**src/rtl/cdb_pkg.sv**
```systemverilog
// ----------------------------------------------------------------------------
// cdb_pkg
// Shared constants, operation and status codes, and the types that run
// between the deque control engine and the top level.
// ----------------------------------------------------------------------------
package cdb_pkg;

	localparam int DEPTH      = 1024;
	localparam int DATA_WIDTH = 32;

	localparam int PTR_W   = $clog2(DEPTH);
	localparam int CNT_W   = $clog2(DEPTH + 1);
	localparam int IDX_W   = 10;
	localparam int KIND_W  = 3;
	localparam int VAL_W   = 32;
	localparam int OCNT_W  = 11;
	localparam int CMP_W   = (IDX_W > CNT_W) ? IDX_W : CNT_W;

	typedef enum logic [KIND_W-1:0] {
		OP_PUSH_BACK  = 3'd0,
		OP_PUSH_FRONT = 3'd1,
		OP_POP_BACK   = 3'd2,
		OP_POP_FRONT  = 3'd3,
		OP_CLEAR      = 3'd4,
		OP_READ       = 3'd5
	} kind_t;

	typedef enum logic [1:0] {
		ST_OK    = 2'd0,
		ST_EMPTY = 2'd1,
		ST_RANGE = 2'd2,
		ST_FULL  = 2'd3
	} status_t;

	// one access to the entry store per beat: a write or a read, never both
	typedef struct packed {
		logic                  we;
		logic [PTR_W-1:0]      waddr;
		logic [DATA_WIDTH-1:0] wdata;
		logic                  re;
		logic [PTR_W-1:0]      raddr;
	} mem_req_t;

	// result of one operation, presented in the cycle after acceptance
	typedef struct packed {
		logic              done;
		logic              hit;
		logic [OCNT_W-1:0] count;
		status_t           status;
	} rsp_t;

endpackage

```
**src/rtl/cdb_ctrl.sv**
```systemverilog
// ----------------------------------------------------------------------------
// cdb_ctrl
// Pointer and count engine of the deque: checks each operation, moves the
// head and tail pointers, issues the store access and registers the result.
// ----------------------------------------------------------------------------
module cdb_ctrl (
	input  logic                           clk,
	input  logic                           arst_n,
	input  logic                           accept,
	input  logic [cdb_pkg::KIND_W-1:0]     kind,
	input  logic [cdb_pkg::VAL_W-1:0]      value,
	input  logic [cdb_pkg::IDX_W-1:0]      index,
	output cdb_pkg::mem_req_t              mem_req,
	output cdb_pkg::rsp_t                  rsp_s1
);

	import cdb_pkg::*;

	logic [PTR_W-1:0] head_q, head_d;
	logic [PTR_W-1:0] tail_q, tail_d;
	logic [CNT_W-1:0] cnt_q,  cnt_d;
	status_t          status_d;
	logic             hit_d;

	logic             full, empty, in_range;
	logic [PTR_W:0]   rd_sum;
	logic [PTR_W-1:0] rd_addr;
	logic [PTR_W-1:0] head_prev, tail_next, tail_prev, head_next;

	assign full  = (cnt_q == CNT_W'(DEPTH));
	assign empty = (cnt_q == '0);
	assign in_range = (CMP_W'(index) < CMP_W'(cnt_q));

	assign head_prev = (head_q == '0) ? PTR_W'(DEPTH - 1) : head_q - 1'b1;
	assign head_next = (head_q == PTR_W'(DEPTH - 1)) ? '0 : head_q + 1'b1;
	assign tail_prev = (tail_q == '0) ? PTR_W'(DEPTH - 1) : tail_q - 1'b1;
	assign tail_next = (tail_q == PTR_W'(DEPTH - 1)) ? '0 : tail_q + 1'b1;

	// offset stays below the count on a valid read, so one subtract wraps it
	assign rd_sum  = {1'b0, head_q} + {1'b0, PTR_W'(index)};
	assign rd_addr = (rd_sum >= (PTR_W+1)'(DEPTH)) ? PTR_W'(rd_sum - (PTR_W+1)'(DEPTH))
	                                               : PTR_W'(rd_sum);

	always_comb begin
		head_d        = head_q;
		tail_d        = tail_q;
		cnt_d         = cnt_q;
		status_d      = ST_OK;
		hit_d         = 1'b0;
		mem_req.we    = 1'b0;
		mem_req.waddr = tail_q;
		mem_req.wdata = DATA_WIDTH'($unsigned(value));
		mem_req.re    = 1'b0;
		mem_req.raddr = rd_addr;
		if (accept) begin
			case (kind)
				OP_PUSH_BACK: begin
					if (full) begin
						status_d = ST_FULL;
					end else begin
						mem_req.we = 1'b1;
						tail_d     = tail_next;
						cnt_d      = cnt_q + 1'b1;
					end
				end
				OP_PUSH_FRONT: begin
					mem_req.waddr = head_prev;
					if (full) begin
						status_d = ST_FULL;
					end else begin
						mem_req.we = 1'b1;
						head_d     = head_prev;
						cnt_d      = cnt_q + 1'b1;
					end
				end
				OP_POP_BACK: begin
					if (empty) begin
						status_d = ST_EMPTY;
					end else begin
						tail_d = tail_prev;
						cnt_d  = cnt_q - 1'b1;
					end
				end
				OP_POP_FRONT: begin
					if (empty) begin
						status_d = ST_EMPTY;
					end else begin
						head_d = head_next;
						cnt_d  = cnt_q - 1'b1;
					end
				end
				OP_CLEAR: begin
					head_d = '0;
					tail_d = '0;
					cnt_d  = '0;
				end
				OP_READ: begin
					if (in_range) begin
						mem_req.re = 1'b1;
						hit_d      = 1'b1;
					end else begin
						status_d = ST_RANGE;
					end
				end
				default: begin
					// unused codes: no operation
				end
			endcase
		end
	end

	always_ff @(posedge clk or negedge arst_n) begin
		if (!arst_n) begin
			head_q <= '0;
			tail_q <= '0;
			cnt_q  <= '0;
			rsp_s1 <= '0;
		end else begin
			head_q         <= head_d;
			tail_q         <= tail_d;
			cnt_q          <= cnt_d;
			rsp_s1.done    <= accept;
			rsp_s1.hit     <= hit_d;
			rsp_s1.count   <= OCNT_W'(cnt_d);
			rsp_s1.status  <= status_d;
		end
	end

endmodule

```
**config.mk**
```make
export PLATFORM = sky130hd
export DESIGN_NAME = cdb_ctrl
export DESIGN_NICKNAME = d
export VERILOG_FILES = /design/src/rtl/cdb_pkg.sv /design/src/rtl/cdb_ctrl.sv
export SDC_FILE = /design/constraint.sdc
export NUM_CORES = 1
export LEC_CHECK = 0
export ABC_AREA = 1
export BUFFER_PORTS_ARGS = -buffer_cell sky130_fd_sc_hd__buf_2
export CORE_MARGIN = 4
export CORE_UTILIZATION = 58
export CTS_CLUSTER_DIAMETER = 80
export CTS_CLUSTER_SIZE = 40
export DETAILED_ROUTE_END_ITERATION = 8
export GPL_ROUTABILITY_DRIVEN = 0
export PLACE_DENSITY = 0.93
export SLEW_MARGIN = 20
export SYNTH_ARGS = -nofsm -noshare
export SYNTH_HDL_FRONTEND = slang
export SYNTH_SLANG_ARGS = --single-unit
```
**constraint.sdc**
```tcl
create_clock -name clk -period 3.6 [get_ports clk]
set_input_delay 0.18 -clock clk [delete_from_list [all_inputs] [get_ports clk]]
set_output_delay 0.18 -clock clk [all_outputs]
set_load 0.01 [all_outputs]
```
==> qor.yml, run 1 <==
final_cell_mix: "229 x nand2_1, 70 x inv_1, 61 x nand3_1"
remaining_drc_errors: 0
ir_worst_vdd_uv: 310
clock-root-buffer: "clkbuf_8"
path_clk_slew_ns: 0.07
powerDensity_nw_per_um2: 771
clkLatencyLatePin_ns: 0.29
maxSlewViolCount: 0
cts.sinks: 35
slew_headroom_pct: 32.5
final_hold_viol_count: 0
hp-class: "input port to flop"
yosysSeqAreaShare_pct: 21.2
p_switching_mw: 1.80
grt_use_total_pct: 25.1
portBuffers: 52
start_util_pct: 60.2
p_sw_share_pct: 54.6
avgSynthCellArea_um2: 6.25
synth_nets: 743
antenna_found_initial: 0
postCtsSetupBuffers: 0
totalWireLength_um: 10800
die_area_um2: 8540
cts_buffers: 5
fin_setup_tns_ns: 0
fmax_mhz: 384
path_class: "flop to output port"
max_slew.worst_pin.slew_ns: 1.01
p_leak_nw: 2.37
synth_flop_cell: "dfrtp_1"
reg2reg_depth: 10
ys_types: 34
dr.pass1.iters: 6
core_area_um2: 6870
synth-seq-cells: 35
die_y_um: 92.4
overflow: 0
r2r_setup_slack_ns: 1.57
finClkSkew_ns: 0.0109
cts_resized: 0
p_int_mw: 1.50
hold_buffers: 1
pin_count: 117
fillers: 610
cts_tree: "built"
grt_max_degree: 36
final_layout_size_suffix_gt1_share_pct: 11.5
synthesis.instances: 661
synth_area_um2: 4130
cts_htree_levels: 2
period_needed_ns: 2.61
areaGrowthSynthToFinish_pct: 3.69
die-width_um: 92.4
place_hpwl_um: 8340
crit_path_max_fanout: 10
synth_edf_count: 0
reg2reg_from: "head_q[0]"
hold_ws_ns: 0.0875
avgRoutedWirePerCell_um: 13.9
period_share_pct: 72.4
critPathLaunchType: "flop"
cp-end-kind: "output port"
rr_endpoint: "head_q[9]"
seqPwrFrac_pct: 25.7
routed_via_density: 5.65
crit_path_end: "mem_req[8]"
antenna_left: 0
ctsLongestPathBuffers: 2
drt-initial-drc-count: 382
synth_top_area_share_pct: 21.2
required_ns: 3.42
critPathLaunch: "head_q[0]"
antenna_cells: 0
grt_pass1_vias: 4006
drv_cap: 0
cp.arrival_ns: 2.43
grt_setup_unrepaired: "false"
yosys.area.top_type: "dfrtp_1"
route.vias.total: 4367
fin_nets: 758
power_frac_clock_pct: 8.7
combPwrFrac_pct: 65.6
synth.area.top_cells: "dfrtp_1 21%, nand2_1 21%, ha_1 9.7%"
status: "complete, no violations"
rows: 30
final_common_cell: "nand2_1"
yosysWarningCount: 0
setup_viol: 0
grt_first_pass_wirelength_um: 17900
async_flop_share_pct: 100
cells in the mapped netlist (4+ instances only):
cell     count
nand2_1    229
inv_1       70
nand3_1     61
nor2_1      54
o21ai_0     38
dfrtp_1     35
buf_4       34
ha_1        32
nand4_1     22
a21oi_1     19
xor2_1      14
xnor2_1      8
buf_2        5
nor2_4       4
metrics by stage:
step / power (mW) / instances / area (um2) / setup slack [ns] / util [%]
2_1_floorplan: 2.38 / 661 / 4130 / 1.77 / -
3_3_place_gp: 2.87 / 764 / 4190 / 1.46 / 61.0
3_5_place_dp: 2.97 / 764 / 4190 / 1.35 / 61.0
4_1_cts: 3.27 / 773 / 4290 / 1.02 / 62.4
5_1_grt: 3.62 / 773 / 4290 / 0.872 / 62.4
6_report: 3.31 / 773 / 4290 / 0.994 / 62.4
critical path: stages (launching register included):
cell and delay, ns:
dfrtp_1 0.55, ha_1 0.24, inv_1 0.08, fa_1 0.43, o21ai_0 0.29, nand4_1 0.13, nand3_1 0.11, xor2_1 0.16
buf_2 0.15
how the worst min path moves through the flow:
stage,startpoint,endpoint,slack (ns),depth (start not counted)
after floorplan,arst_n,cnt_q[0],-0.12,0
after global placement,arst_n,rsp_s1[13],0.30,1
after detailed placement,arst_n,rsp_s1[13],0.32,1
after CTS,accept,rsp_s1[14],0.07,1
after global routing,accept,rsp_s1[14],0.07,1
final,accept,rsp_s1[14],0.09,1
per-layer routing:
metal	part of all wire [%]	vias to the layer above	track usage, %
met3	7.7	39	3.49
met2	48	212	43.0
met5	0	-	0
met1	41	1992	31.3
met4	2.8	0	10.6
li1	-	2124	-
power by group through the flow:
stage                     sequential [mW]  clock, mW  combinational, mW
final                               0.850      0.288               2.17
after global routing                0.874      0.309               2.44
after CTS                           0.832      0.289               2.15
after detailed placement            0.836          0               2.13
after global placement              0.829          0               2.04
after floorplan                     0.747          0               1.63
cell type report:
cell class / instances / area [um2] / area share (%)
repair buffers: 54 / 278 / 6.48
clock buffers: 6 / 72.6 / 1.69
inverters: 73 / 277 / 6.45
clock inverters: 2 / 12.5 / 0.292
flip-flops and latches: 35 / 876 / 20.4
well taps: 96 / 120 / 2.80
multi-input cells: 507 / 2650 / 61.8
logic make-up after synthesis:
group | count (synthesis) | share of synthesized area [%]
simple gates | 386 | 40.5
xor+xnor | 22 | 4.66
compound gates | 65 | 8.27
buf+inv | 119 | 14.7
fa+ha+maj | 34 | 10.7
flops | 35 | 21.2
registers in the layout, indices dropped and copies added (netlist names):
register  count
cnt_q        11
head_q       10
rsp_s1        4
tail_q       10
Note: power is estimated with default switching activity, not from simulation.
==> inputs of run 2 (changes only) <==
--- a/config.mk
+++ b/config.mk
@@ -8,12 +8,12 @@
 export ABC_AREA = 1
 export BUFFER_PORTS_ARGS = -buffer_cell sky130_fd_sc_hd__buf_2
 export CORE_MARGIN = 4
-export CORE_UTILIZATION = 58
+export CORE_UTILIZATION = 49
 export CTS_CLUSTER_DIAMETER = 80
 export CTS_CLUSTER_SIZE = 40
 export DETAILED_ROUTE_END_ITERATION = 8
 export GPL_ROUTABILITY_DRIVEN = 0
-export PLACE_DENSITY = 0.93
+export PLACE_DENSITY = 0.84
 export SLEW_MARGIN = 20
 export SYNTH_ARGS = -nofsm -noshare
 export SYNTH_HDL_FRONTEND = slang
==> constraint.sdc (replaced) <==
create_clock -name clk -period 2.15 [get_ports clk]
set_input_delay 0.1075 -clock clk [delete_from_list [all_inputs] [get_ports clk]]
set_output_delay 0.1075 -clock clk [all_outputs]
set_load 0.01 [all_outputs]
==> qor.yml, run 2 (synthesis results as in run 1) <==
status: "complete, no violations"
overflow: 0
p_leak_nw: 2.42
fin_setup_tns_ns: 0
clkLatencyLatePin_ns: 0.29
grt_pass1_vias: 4098
final_layout_size_suffix_gt1_share_pct: 16.2
cts_tree: "built"
dr.pass1.iters: 5
powerDensity_nw_per_um2: 1300
drv_cap: 0
maxSlewViolCount: 0
required_ns: 2.04
pin_count: 117
critPathLaunchType: "flop"
pre_cts_slack_ns: 0.150
rows: 33
crit_path_max_fanout: 3
cts_htree_levels: 2
grt_max_degree: 36
die_area_um2: 9970
path_clk_slew_ns: 0.07
portBuffers: 52
combPwrFrac_pct: 67.0
largestRegisters: "cnt_q x11, head_q x10, tail_q x10"
core_area_um2: 8220
hp-class: "input port to flop"
r2r_setup_slack_ns: 0.32
cts.sinks: 35
p_sw_share_pct: 52.9
routed_via_density: 5.49
antenna_found_initial: 0
fin_nets: 768
regMostFlops: "cnt_q"
totalWireLength_um: 11000
max_slew.worst_pin.slew_ns: 0.839
power_mw: 5.87
die-width_um: 99.8
power_frac_clock_pct: 9.3
cp.arrival_ns: 2.00
setup_viol: 0
grt_use_total_pct: 22.0
start_util_pct: 50.3
die_y_um: 99.8
final_hold_viol_count: 0
final_common_cell: "nand2_1"
placed_area_um2: 4220
ctsLongestPathBuffers: 2
areaGrowthSynthToFinish_pct: 9.05
route.vias.total: 4349
grt_first_pass_wirelength_um: 18400
path_class: "flop to output port"
slew_headroom_pct: 44.0
seqPwrFrac_pct: 23.7
antenna_cells: 0
fmax_mhz: 475
avgRoutedWirePerCell_um: 13.9
cts_buffers: 5
place_hpwl_um: 8420
antenna_left: 0
finClkSkew_ns: 0.0118
final_area_um2: 4510
fin_ws_ns: 0.0434
p_switching_mw: 3.11
drt-initial-drc-count: 279
ir_worst_vdd_uv: 592
final_cell_mix: "229 x nand2_1, 67 x inv_1, 58 x nand3_1"
period_share_pct: 98.0
remaining_drc_errors: 0
hold_ws_ns: 0.200
p_int_mw: 2.76
cp-end-kind: "output port"
clock-root-buffer: "clkbuf_8"
period_needed_ns: 2.11
largest_reg_flops: 11
[run 2: cell types whose count changed in the layout (fill, tap and decap cells not counted), moves of 3 or more]
cell     change
dfrtp_2      +7
inv_1        -3
dfrtp_1      -7
nand3_1      -3
buf_4        +9
inv_2        +3
ha_1         -6
ha_4         +5
[run 2: final timing paths]
path                            from          to  cells past startpoint
max reg2reg                 cnt_q[4]    cnt_q[5]                      7
min in group asynchronous     arst_n    cnt_q[6]                      2
min                          kind[0]   rsp_s1[0]                      3
max in group asynchronous     arst_n    cnt_q[8]                      2
max                        head_q[0]  mem_req[8]                      8
min reg2reg                 cnt_q[9]    cnt_q[9]                      2
[run 2: worst max-delay path: stages (launching register included)]
cell and delay (ns):
dfrtp_1 0.41, ha_2 0.21, inv_2 0.05, fa_2 0.39, o21ai_2 0.16, nand4_1 0.11
nand3_1 0.09, xor2_1 0.14, buf_2 0.14
[run 2: timing repair]
| action | 4_1_cts | 5_1_grt |
|---|---|---|
| endpoints found under the hold margin | 36 | 0 |
| setup endpoints to repair | 8 | 12 |
| pin swaps | 0 | 4 |
| resized for setup | 9 | 20 |
| setup buffers | 1 | 6 |
| hold buffers | 2 | 0 |
[run 2: area by class of cell]
| cell class | count | area [um2] |
|---|---|---|
| clock buffer | 7 | 96.3 |
| fill | 765 | 3710 |
| inverter | 73 | 277 |
| tap | 105 | 131 |
| sequential | 35 | 885 |
| multi-input combinational | 507 | 2760 |
| clock inverter | 1 | 7.51 |
| timing repair buffer | 64 | 355 |
[run 2: layer usage]
metal | share of wire (%) | GRT usage, % | routed length [um]
met5 | 0 | 0 | 0
met4 | 2.1 | 8.51 | 226
met3 | 5.8 | 2.99 | 643
met2 | 51 | 38.8 | 5650
met1 | 41 | 27.0 | 4510
[run 2: through the flow]
step                util [%]  cells
global route            54.9    792
finish                  54.9    792
CTS                     53.6    786
global placement        51.3    775
detailed placement      51.3    775
floorplan                  -    661
[run 2: power by group through the flow]
stage          clock network [mW]  logic (mW)  registers [mW]
2_1_floorplan                   0        2.74            1.25
3_5_place_dp                    0        3.59            1.40
4_1_cts                     0.558        3.69            1.40
3_3_place_gp                    0        3.46            1.39
6_report                    0.547        3.93            1.39
5_1_grt                     0.595        4.43            1.44
